<file path="src/design/assert_macros.svh">
// Assertion macros shared by the gaussian blur RTL.
// No dependencies; the bodies are empty when SYNTH is defined.
`ifndef ASSERT_MACROS_SVH
`define ASSERT_MACROS_SVH

`ifndef SYNTH
`define ASSERT_IMPLIES(lbl, clk, rst_n, ante, cons) \
    lbl: assert property (@(posedge clk) disable iff (!rst_n) (ante) |-> (cons)) \
        else $error("%m: implication failed");
`define ASSERT_NEVER(lbl, clk, rst_n, cond) \
    lbl: assert property (@(posedge clk) disable iff (!rst_n) !(cond)) \
        else $error("%m: forbidden condition seen");
`else
`define ASSERT_IMPLIES(lbl, clk, rst_n, ante, cons)
`define ASSERT_NEVER(lbl, clk, rst_n, cond)
`endif

`endif

</file>
<file path="src/design/gbc_out_fifo.sv">
// Result queue taking up to two entries per cycle and giving one.
// Depends on assert_macros.svh.
`include "assert_macros.svh"

module gbc_out_fifo #(
    parameter int DEPTH  = 8,
    parameter int DATA_W = 9
) (
    input  logic              aclk,
    input  logic              aresetn,
    input  logic [1:0]        push_count,
    input  logic [DATA_W-1:0] push_data0,
    input  logic [DATA_W-1:0] push_data1,
    input  logic              pop,
    output logic              out_valid,
    output logic [DATA_W-1:0] out_data
);

    localparam int PTR_W = $clog2(DEPTH);
    localparam int CNT_W = $clog2(DEPTH + 1);

    logic [DATA_W-1:0] mem [DEPTH];
    logic [PTR_W-1:0]  wr_ptr_reg, wr_ptr_next;
    logic [PTR_W-1:0]  rd_ptr_reg, rd_ptr_next;
    logic [CNT_W-1:0]  count_reg, count_next;
    logic [PTR_W-1:0]  wr_ptr_plus1;

    assign wr_ptr_plus1 = wr_ptr_reg + PTR_W'(1);

    always_comb begin
        wr_ptr_next = wr_ptr_reg + PTR_W'(push_count);
        rd_ptr_next = rd_ptr_reg + PTR_W'(pop);
        count_next  = count_reg + CNT_W'(push_count) - CNT_W'(pop);
    end

    always_ff @(posedge aclk) begin
        if (push_count != 2'd0) begin
            mem[wr_ptr_reg] <= push_data0;
        end
        if (push_count == 2'd2) begin
            mem[wr_ptr_plus1] <= push_data1;
        end
    end

    always_ff @(posedge aclk) begin
        if (!aresetn) begin
            wr_ptr_reg <= '0;
            rd_ptr_reg <= '0;
            count_reg  <= '0;
        end else begin
            wr_ptr_reg <= wr_ptr_next;
            rd_ptr_reg <= rd_ptr_next;
            count_reg  <= count_next;
        end
    end

    assign out_valid = (count_reg != '0);
    assign out_data  = mem[rd_ptr_reg];

    `ASSERT_NEVER(fifo_overflow, aclk, aresetn, (32'(count_reg) + 32'(push_count)) > DEPTH)
    `ASSERT_IMPLIES(pop_needs_data, aclk, aresetn, pop, count_reg != '0)

endmodule

</file>
<file path="config.mk">
export PLATFORM = sky130hd
export DESIGN_NAME = gbc_out_fifo
export DESIGN_NICKNAME = d
export VERILOG_FILES = /design/src/design/gbc_out_fifo.sv
export VERILOG_INCLUDE_DIRS = /design/src /design/src/design
export SDC_FILE = /design/constraint.sdc
export NUM_CORES = 1
export LEC_CHECK = 0
export BUFFER_PORTS_ARGS = -buffer_cell sky130_fd_sc_hd__buf_2
export CAP_MARGIN = 0
export CORE_MARGIN = 1
export CORE_UTILIZATION = 55
export CTS_BUF_LIST = sky130_fd_sc_hd__clkbuf_8
export DETAILED_ROUTE_END_ITERATION = 7
export MAX_ROUTING_LAYER = met4
export PLACE_DENSITY = 0.7
export SYNTH_ARGS = -nofsm -noshare
export SYNTH_HDL_FRONTEND = slang
export SYNTH_SLANG_ARGS = --single-unit
export TNS_END_PERCENT = 20
</file>
<file path="constraint.sdc">
create_clock -name aclk -period 4.38 [get_ports aclk]
set_input_delay 0.657 -clock aclk [delete_from_list [all_inputs] [get_ports aclk]]
set_output_delay 0.657 -clock aclk [all_outputs]
set_load 0.01 [all_outputs]
</file>
==> results.sh <==
export IMPL_grt_pass1_wl_mm=14.5
export IMPL_min_period_over_period_pct=68.0
export IMPL_grt_start_max_net_pins=20
export IMPL_grt_use_total_pct=25.0
export IMPL_synth_edff_count=72
export IMPL_p_clk_share_pct=31.0
export IMPL_antennaDiodeCount=0
export IMPL_ios=33
export IMPL_worst_slew_pin_slew_ns=0.953
export IMPL_final_nets=338
export IMPL_ant_nets=0
export IMPL_outcome="complete, no violations"
export IMPL_crit_path_top_delay_cell="dfxtp_1"
export IMPL_hpwl_mm=6.05
export IMPL_path_cells="buf_4 > mux4_1 > mux2_2 > buf_2"
export IMPL_grt_pass1_vias=2586
export IMPL_combPwrFrac_pct=20.3
export IMPL_drv_slew=0
export IMPL_cts_setup_buffers=0
export IMPL_critical_path_max_fanout=12
export IMPL_synthCells=258
export IMPL_powerDensity_nw_per_um2=409
export IMPL_clk_pin_slew_worst_paths_ns=0.08
export IMPL_setup_violations=0
export IMPL_fin_skew_ns=0.00775
export IMPL_final_min_clock_period_ns=2.98
export IMPL_largest_reg_flops=72
export IMPL_overflow=0
export IMPL_critPathMaxStageDelay_ns=0.62
export IMPL_p_seq_share_pct=48.7
export IMPL_cp_required_ns=3.72
export IMPL_die_w_um=90.8
export IMPL_cts_made_buffers=9
export IMPL_drive_gt1_share_pct=53.6
export IMPL_yosysWarnings=0
export IMPL_die_h_um=90.8
export IMPL_vias=2407
export IMPL_cp_buffers_inverters=2
export IMPL_dp_slack_ns=1.69
export IMPL_cts_tree="yes"
export IMPL_clock_sinks=82
export IMPL_clock_latency_ns=0.35
export IMPL_cp_arrival_ns=2.32
export IMPL_switching_share_pct=25.6
export IMPL_route_detailed_drc=0
export IMPL_synthFlopType="edfxtp_1"
export IMPL_post_cts_resized=0
export IMPL_layout_commonest_cell="mux2_2"
export IMPL_core_um2=7690
export IMPL_num_rows=32
export IMPL_postSynthAreaPerCell_um2=16.8
export IMPL_p_sw_uw=511
export IMPL_cts_path_max_buffers=2
export IMPL_async_flop_share_pct=0
export IMPL_syn_nets=293
export IMPL_ir_worst_vdd_uv=230
export IMPL_drt_iter0_markers=174
export IMPL_hold_viol=0
export IMPL_cts_max_level=3
export IMPL_finalPower_uw=2000
export IMPL_drv_cap=0
export IMPL_fmax_mhz=336
export IMPL_relSlewSlack_pct=36.4
export IMPL_synth_cell_area_um2=4340
export IMPL_dr_pass1_iters=5
export IMPL_startpoint_type="register"
export IMPL_cp_top_family="multiplexers"
export IMPL_place_inst=394
export IMPL_layout_cells_non_filler=410
export IMPL_vias_per_cell=5.87
export IMPL_hold_buffers=0
export IMPL_synth_seq_cells=82
export IMPL_setup_ws_ns=1.40
export IMPL_avgRoutedWirePerCell_um=22.2
export IMPL_die_area_um2=8250
export IMPL_initial_utilization_pct=56.5
export IMPL_routed_wl_mm=9.10
export IMPL_clockRootBuffer="clkbuf_8"
export IMPL_syn_to_final_growth_pct=12.4
export IMPL_seq_area_frac_synth_pct=54.4
export IMPL_grt_setup_unrepaired="false"
export IMPL_hold_path_class="in -> reg"
export IMPL_tns_ns=0
export IMPL_port_buffers=32
export IMPL_fillers=585
export IMPL_place_gp_congestion=0.829
export IMPL_layout_common_cells="80 x mux2_2, 72 x edfxtp_1, 32 x buf_2"
export IMPL_antenna_found_initial=0
export IMPL_power_internal_uw=1490
export IMPL_cp_end_kind="primary output"
export IMPL_crit_type="reg -> out"
export IMPL_leakagePower_uw=0.00175
export IMPL_synth_distinct_cells=38
==> worst paths after layout <==
kind / start / to / slack, ns / cells past startpoint
max: rd_ptr_reg[1] / out_data[7] / 1.40 / 4
min: aresetn / count_reg[3] / 0.65 / 3
max reg2reg: wr_ptr_reg[0] / mem[4][2] / 1.63 / 5
min reg2reg: count_reg[3] / count_reg[3] / 0.66 / 4
==> cell usage after synthesis, types with 2 or more instances <==
| library cell | instances | share of area [%] |
|---|---|---|
| nand3_4 | 2 | 0.81 |
| nand2_2 | 4 | 0.58 |
| nor2b_1 | 2 | 0.29 |
| o21ai_0 | 5 | 0.58 |
| buf_6 | 3 | 0.78 |
| ha_1 | 10 | 2.9 |
| edfxtp_1 | 72 | 50 |
| mux4_2 | 13 | 6.7 |
| inv_1 | 12 | 1.0 |
| buf_2 | 2 | 0.23 |
| o22ai_1 | 2 | 0.29 |
| xnor2_1 | 2 | 0.40 |
| mux2_2 | 80 | 21 |
| dfxtp_1 | 10 | 4.6 |
| nand2b_1 | 2 | 0.29 |
| mux4_1 | 5 | 3.0 |
| o31ai_1 | 2 | 0.35 |
| nand2_1 | 3 | 0.26 |
| fa_1 | 2 | 0.92 |
| and2_1 | 7 | 1.0 |
==> tightest hold or removal path, stage by stage <==
cell and delay (ns):
buf_2 0.16, nand2_1 0.08, mux2i_1 0.05
==> routing by layer <==
layer  global-route usage [%]  vias up  part of all wire [%]
li1                         -     1111                     -
met2                     39.5       66                    50
met3                     4.04       12                   4.7
met4                     8.86        0                   1.1
met5                        -        -                     0
met1                     33.1     1218                    44
==> per-stage QoR <==
| stage | hold WS [ns] | util [%] | instance area [µm²] |
|---|---|---|---|
| finish | 0.652 | 63.5 | 4880 |
| global route | 0.652 | 63.5 | 4880 |
| CTS | 0.640 | 63.5 | 4880 |
| detailed placement | 0.639 | 60.5 | 4650 |
| global placement | 0.626 | 60.5 | 4650 |
| floorplan | 0.543 | - | 4340 |
==> layout make-up <==
type	count	area [µm²]	share of cell area, %
tap	102	128	2.61
sequential	82	2360	48.4
clock buffer	11	151	3.10
inverter	12	45.0	0.923
multi-input combinational	156	1880	38.6
timing repair buffer	42	235	4.82
clock inverter	5	77.6	1.59
==> kinds of logic (layout without fill, tap and decap cells) <==
logic type | after synthesis | after routing | synth area share, %
AND/OR/NAND/NOR | 27 | 27 | 5.42
buffers and inverters | 20 | 70 | 2.33
adder cells (fa/ha/maj) | 12 | 12 | 3.80
multiplexers | 100 | 100 | 31.0
AO/OA/AOI/OAI | 12 | 12 | 1.67
flip-flops | 82 | 82 | 54.4
XOR/XNOR | 5 | 5 | 1.35
==> power by group through the flow <==
| stage | logic, µW | registers (µW) | clock network, µW |
|---|---|---|---|
| 2_1_floorplan | 294 | 968 | 0 |
| 3_3_place_gp | 398 | 991 | 0 |
| 3_5_place_dp | 407 | 993 | 0 |
| 4_1_cts | 409 | 975 | 628 |
| 5_1_grt | 448 | 982 | 661 |
| 6_report | 406 | 974 | 619 |
No activity file was read; power rests on OpenSTA's default activity.
