### src/design/assert_macros.svh
// Assertion macros shared by the gaussian blur RTL.
// No dependencies; the bodies are empty when SYNTH is defined.
`ifndef ASSERT_MACROS_SVH
`define ASSERT_MACROS_SVH

`ifndef SYNTH
`define ASSERT_IMPLIES(lbl, clk, rst_n, ante, cons) \
    lbl: assert property (@(posedge clk) disable iff (!rst_n) (ante) |-> (cons)) \
        else $error("%m: implication failed");
`define ASSERT_NEVER(lbl, clk, rst_n, cond) \
    lbl: assert property (@(posedge clk) disable iff (!rst_n) !(cond)) \
        else $error("%m: forbidden condition seen");
`else
`define ASSERT_IMPLIES(lbl, clk, rst_n, ante, cons)
`define ASSERT_NEVER(lbl, clk, rst_n, cond)
`endif

`endif

### src/design/gbc_pkg.sv
// Package for the gaussian blur unit: defaults, register codes and the
// control bundle passed from the line store stage to the window stage.
package gbc_pkg;

    localparam int MAX_WIDTH_DEF  = 1024;
    localparam int PIXEL_BITS_DEF = 8;
    localparam int FIFO_DEPTH     = 8;

    localparam int CFG_INDEX_W  = 1;
    localparam int CFG_DATA_W   = 16;
    localparam int WIDTH_REG_W  = 11;
    localparam int HEIGHT_REG_W = 16;

    localparam logic [WIDTH_REG_W-1:0]  WIDTH_RESET  = 11'd640;
    localparam logic [HEIGHT_REG_W-1:0] HEIGHT_RESET = 16'd480;

    typedef enum logic [CFG_INDEX_W-1:0] {
        CFG_IDX_WIDTH  = 1'b0,
        CFG_IDX_HEIGHT = 1'b1
    } cfg_index_t;

    typedef enum logic {
        MODE_PIXEL = 1'b0,
        MODE_DRAIN = 1'b1
    } item_mode_t;

    typedef struct packed {
        logic valid;     // window shifts in a new column
        logic col_zero;  // first column: replicate left edge
        logic emit_a;    // centered result for the previous column
        logic emit_b;    // row end result, right edge replicated
        logic last;      // final result of the image
    } win_ctrl_t;

endpackage

### src/design/gbc_window.sv
// 3x3 window registers and the 1-2-1 weighted sum with shift by four.
// Depends on gbc_pkg for the control bundle.
module gbc_window #(
    parameter int PIXEL_BITS = 8
) (
    input  logic                  aclk,
    input  logic                  aresetn,
    input  gbc_pkg::win_ctrl_t    ctrl,
    input  logic [PIXEL_BITS-1:0] col_top,
    input  logic [PIXEL_BITS-1:0] col_mid,
    input  logic [PIXEL_BITS-1:0] col_bot,
    output logic [1:0]            res_count,
    output logic [PIXEL_BITS:0]   res0,       // {last, value}
    output logic [PIXEL_BITS:0]   res1        // {last, value}
);

    localparam int SUM_W = PIXEL_BITS + 4;

    logic [PIXEL_BITS-1:0] win_reg  [3][3];
    logic [PIXEL_BITS-1:0] win_next [3][3];
    logic [PIXEL_BITS-1:0] col_in   [3];
    logic                  emit_a_reg, emit_a_next;
    logic                  emit_b_reg, emit_b_next;
    logic                  last_reg, last_next;
    logic [SUM_W-1:0]      h_a [3];
    logic [SUM_W-1:0]      h_b [3];
    logic [SUM_W-1:0]      sum_a, sum_b;
    logic [PIXEL_BITS-1:0] blur_a, blur_b;

    assign col_in[0] = col_top;
    assign col_in[1] = col_mid;
    assign col_in[2] = col_bot;

    always_comb begin
        win_next = win_reg;
        if (ctrl.valid) begin
            for (int k = 0; k < 3; k++) begin
                if (ctrl.col_zero) begin
                    win_next[k][0] = col_in[k];
                    win_next[k][1] = col_in[k];
                end else begin
                    win_next[k][0] = win_reg[k][1];
                    win_next[k][1] = win_reg[k][2];
                end
                win_next[k][2] = col_in[k];
            end
        end
        emit_a_next = ctrl.valid & ctrl.emit_a;
        emit_b_next = ctrl.valid & ctrl.emit_b;
        last_next   = ctrl.valid & ctrl.emit_b & ctrl.last;
    end

    always_ff @(posedge aclk) begin
        if (!aresetn) begin
            for (int k = 0; k < 3; k++) begin
                for (int j = 0; j < 3; j++) begin
                    win_reg[k][j] <= '0;
                end
            end
            emit_a_reg <= 1'b0;
            emit_b_reg <= 1'b0;
            last_reg   <= 1'b0;
        end else begin
            win_reg    <= win_next;
            emit_a_reg <= emit_a_next;
            emit_b_reg <= emit_b_next;
            last_reg   <= last_next;
        end
    end

    always_comb begin
        for (int k = 0; k < 3; k++) begin
            h_a[k] = SUM_W'(win_reg[k][0]) + (SUM_W'(win_reg[k][1]) << 1)
                   + SUM_W'(win_reg[k][2]);
            h_b[k] = SUM_W'(win_reg[k][1]) + (SUM_W'(win_reg[k][2]) << 1)
                   + SUM_W'(win_reg[k][2]);
        end
        sum_a  = h_a[0] + (h_a[1] << 1) + h_a[2];
        sum_b  = h_b[0] + (h_b[1] << 1) + h_b[2];
        blur_a = sum_a[SUM_W-1:4];
        blur_b = sum_b[SUM_W-1:4];
    end

    assign res_count = {1'b0, emit_a_reg} + {1'b0, emit_b_reg};
    assign res0 = emit_a_reg ? {1'b0, blur_a} : {last_reg, blur_b};
    assign res1 = {last_reg, blur_b};

endmodule

### config.mk
export PLATFORM = sky130hd
export DESIGN_NAME = gbc_window
export DESIGN_NICKNAME = d
export VERILOG_FILES = /design/src/design/assert_macros.svh /design/src/design/gbc_pkg.sv /design/src/design/gbc_window.sv
export SDC_FILE = /design/constraint.sdc
export NUM_CORES = 1
export LEC_CHECK = 0
export BUFFER_PORTS_ARGS = -buffer_cell sky130_fd_sc_hd__buf_2
export CELL_PAD_IN_SITES_DETAIL_PLACEMENT = 1
export CELL_PAD_IN_SITES_GLOBAL_PLACEMENT = 1
export CORE_AREA = 5 5 154 156
export DETAILED_ROUTE_END_ITERATION = 8
export DIE_AREA = 0 0 159 161
export HOLD_SLACK_MARGIN = 0.08
export PLACE_DENSITY_LB_ADDON = 0.1
export SLEW_MARGIN = 15
export SYNTH_ARGS = -nofsm -noshare
export SYNTH_HDL_FRONTEND = slang
export SYNTH_SLANG_ARGS = --single-unit
### constraint.sdc
create_clock -name aclk -period 6.7 [get_ports aclk]
set_clock_uncertainty 0.1 [all_clocks]
set_input_delay 1.005 -clock aclk [delete_from_list [all_inputs] [get_ports aclk]]
set_output_delay 1.005 -clock aclk [all_outputs]
set_load 0.005 [all_outputs]
==> qor.txt <==
Outcome -> finished with violations
Failing checks -> negative setup slack
Sequential cell area -> 1510 sq um
Worst r2r dst -> win_reg[15]
Biggest area consumer among synthesized cells -> fa_1
Critical path endpoint category -> primary output
CTS Hold Bufs -> 0
Max Cap Viol -> 0
Post-route cell area -> 7580 sq um
Unrepaired setup endpoints after global routing -> yes
Synth cell count leaders -> 91 x inv_1, 90 x fa_1, 75 x dfxtp_1, 72 x mux2i_1, 59 x a21oi_1
DRT iter0 DRCs -> 124
TritonCTS clock tree -> done
Post-synthesis adder-cell area fraction -> 36.7%
Combinational power share -> 63.8%
Initial antenna violation count -> 0
Peak Freq -> 147 MHz
Post-synthesis xor/xnor area fraction -> 3.50%
Num ports -> 51
Clk pwr share -> 17.0%
Mux share of post-synthesis cell area -> 12.2%
Post-route insts no fill -> 980
Area of the multi-input gates -> 4660 sq um
Worst skew pair latency -> 0.34 ns
Setup TNS -> -0.209 ns
Largest cells by area after synthesis -> fa_1 28%, dfxtp_1 23%, mux2i_1 11%
Combinational family with the most area after synthesis -> adder cells
Die height -> 161 microns
Synth Area in Compound Gates -> 11.8%
Avg Cell Area, Syn -> 10.2 sq um
Placed cell area -> 7090 sq um
Worst reg-to-reg path cell count -> 2
CTS H-Tree Depth -> 3
Crit share post-route -> 102%
Number of flops mapped to enable cells by yosys -> 0
Ys async rst share -> 0%
Syn. warnings -> 0
Final setup vio count -> 3
Hold Path Depth -> 2
Critical path startpoint category -> register
Sequential share of power -> 19.2%
Max reg flops -> 72
Syn nets -> 806
RD Place Congestion -> 0.769
CP required -> 5.59 ns
Crit path launch -> win_reg[41]
Least-Margin Pin Slew -> 0.879 ns
Post-synthesis cell type count -> 37
Post-DP HPWL -> 12.9 mm
Reg2reg start -> win_reg[7]
Vias -> 4563
Hold Crit Class -> register to register
IO buf count -> 50
Max-slew violations -> 0
WHS Endpoint -> win_reg[17]
Worst-path fanout max -> 3
Hold Path Origin -> win_reg[17]
Area Overhead vs Synth -> 16.4%
GR Overflow Total -> 0
WS Path Type -> register to primary output
Fin. Hold Viols -> 0
Largest net degree at the start of global routing -> 78
Ant. Diodes -> 0
Worst Path Arrival -> 5.72 ns
DR WL/cell -> 16.4 microns
Clock Sinks -> 75
Area of the core -> 22200 sq um
Routed WL -> 16.1 mm
CTS Buffer Depth -> 2
Flop and latch count out of synthesis -> 75
Synth Flop Type -> dfxtp_1
Cell Int Power -> 0.00159 W
Reg clk slew, reported paths -> 0.07 ns
Most common cell in the synthesized netlist -> inv_1
Final net count -> 859
Setup ws final -> -0.125 ns
Sequential area share after synthesis -> 23.1%
Power density cells -> 353 nW/um^2
Synth Instances -> 638
Residual DRC count -> 0
Total CTS buffers -> 9
Synthesized area -> 6510 sq um
Fin util -> 34.1%
Die ar. -> 25600 sq um
Die width -> 159 microns
Vias/cell -> 4.66
Slew Limit Headroom -> 41.4%
FILL cells -> 2508
Peak VDD IR -> 0.183 mV
Synth Area in Simple Gates -> 5.67%
Initial Util -> 29.3%
Overall routing resource usage -> 13.0%
Min Clock Period, post-route -> 6.83 ns
Number of global-route vias before repair -> 5036
Post-route ant nets -> 0
Std-Cell Rows -> 55
Share of cells above drive strength 1 -> 17.8%
Root Driver -> clkbuf_16
P_sw -> 0.00109 W
Hold WS -> 0.445 ns
Leak pwr -> 3.49 nW
Cells after DPL -> 955
Share of the synthesized area in the top cell type -> 27.7%
Switching Share -> 40.7%
First-pass GRT wire length -> 26.8 mm
R2R Setup Slk -> 5.72 ns
TritonRoute pass-1 iters -> 4
per-layer routing:
metal / vias up / GRT usage (%) / wire length (microns)
met3: 10 / 2.76 / 392
li1: 2208 / - / -
met4: 0 / 2.95 / 218
met2: 42 / 24.3 / 8830
met5: - / 0 / 0
met1: 2303 / 15.1 / 6640
cells in the final DEF, fill, tap and decap left out, types with 3 or more instances in the layout:
master	instances
or3_1	3
nand2_1	7
a21oi_1	55
a21o_1	6
clkbuf_16	9
fa_1	88
dfxtp_1	71
xnor2_2	3
o21ai_0	54
xnor2_1	13
inv_1	86
buf_6	4
and2_1	3
o21a_1	3
inv_2	5
nor3_1	5
mux2_2	4
buf_4	22
a21oi_2	3
mux2i_1	72
nor2b_1	26
ha_4	4
nand2b_1	4
ha_1	41
nor2_1	10
clkinvlp_4	3
dfxtp_2	4
buf_2	46
xor2_1	10
critical path: stages (launching register included):
cell	delay, ns
dfxtp_2	0.33
fa_1	0.54
ha_2	0.19
inv_2	0.04
fa_2	0.35
nor2b_2	0.12
o21ai_1	0.07
nand2b_1	0.10
a21o_1	0.18
a21oi_4	0.08
xnor2_2	0.14
fa_1	0.44
ha_1	0.31
inv_2	0.04
fa_1	0.52
inv_2	0.05
ha_4	0.26
ha_4	0.20
and2_4	0.16
a221o_1	0.30
a31o_4	0.24
o31ai_4	0.25
xnor2_2	0.08
mux2_4	0.26
buf_6	0.12
worst max-delay path by stage:
stage / endpoint / cells past startpoint
after global routing: res0[7] / 24
after global placement: res0[7] / 24
after floorplan: res0[7] / 23
final: res0[7] / 24
after CTS: res0[7] / 24
after detailed placement: res0[7] / 24
power groups by stage:
stage,Clock (W),Combinational (W),Sequential [W]
3_5_place_dp,0,0.00162,0.000525
5_1_grt,0.000491,0.00193,0.000520
4_1_cts,0.000473,0.00174,0.000515
3_3_place_gp,0,0.00160,0.000524
2_1_floorplan,0,0.00108,0.000514
6_report,0.000456,0.00171,0.000514
per-stage QoR:
stage | total power, W | setup WS (ns)
after floorplan | 0.00159 | 0.340
after global placement | 0.00213 | 0.0581
after detailed placement | 0.00215 | -0.0683
after CTS | 0.00272 | -0.147
after global routing | 0.00295 | -0.375
final | 0.00268 | -0.125
logic make-up after synthesis:
| family | Yosys count |
|---|---|
| AO/OA/AOI/OAI | 135 |
| XOR/XNOR | 26 |
| adder cells (fa/ha/maj) | 137 |
| buffers and inverters | 121 |
| flip-flops | 75 |
| multiplexers | 78 |
| AND/OR/NAND/NOR | 66 |
timing repair:
item / 4_1_cts / 5_1_grt
buffers inserted: 4 / 6
resized for setup: 19 / 17
setup endpoints to repair: 4 / 6
pin swaps: 17 / 25
area by class of cell:
class,instances,area share [%]
inverter,91,4.51
sequential,75,19.9
tap,285,4.71
clock inverter,4,0.363
timing repair buffer,72,5.81
clock buffer,11,3.20
multi-input combinational,442,61.5
No activity file was read; power rests on OpenSTA's default activity.
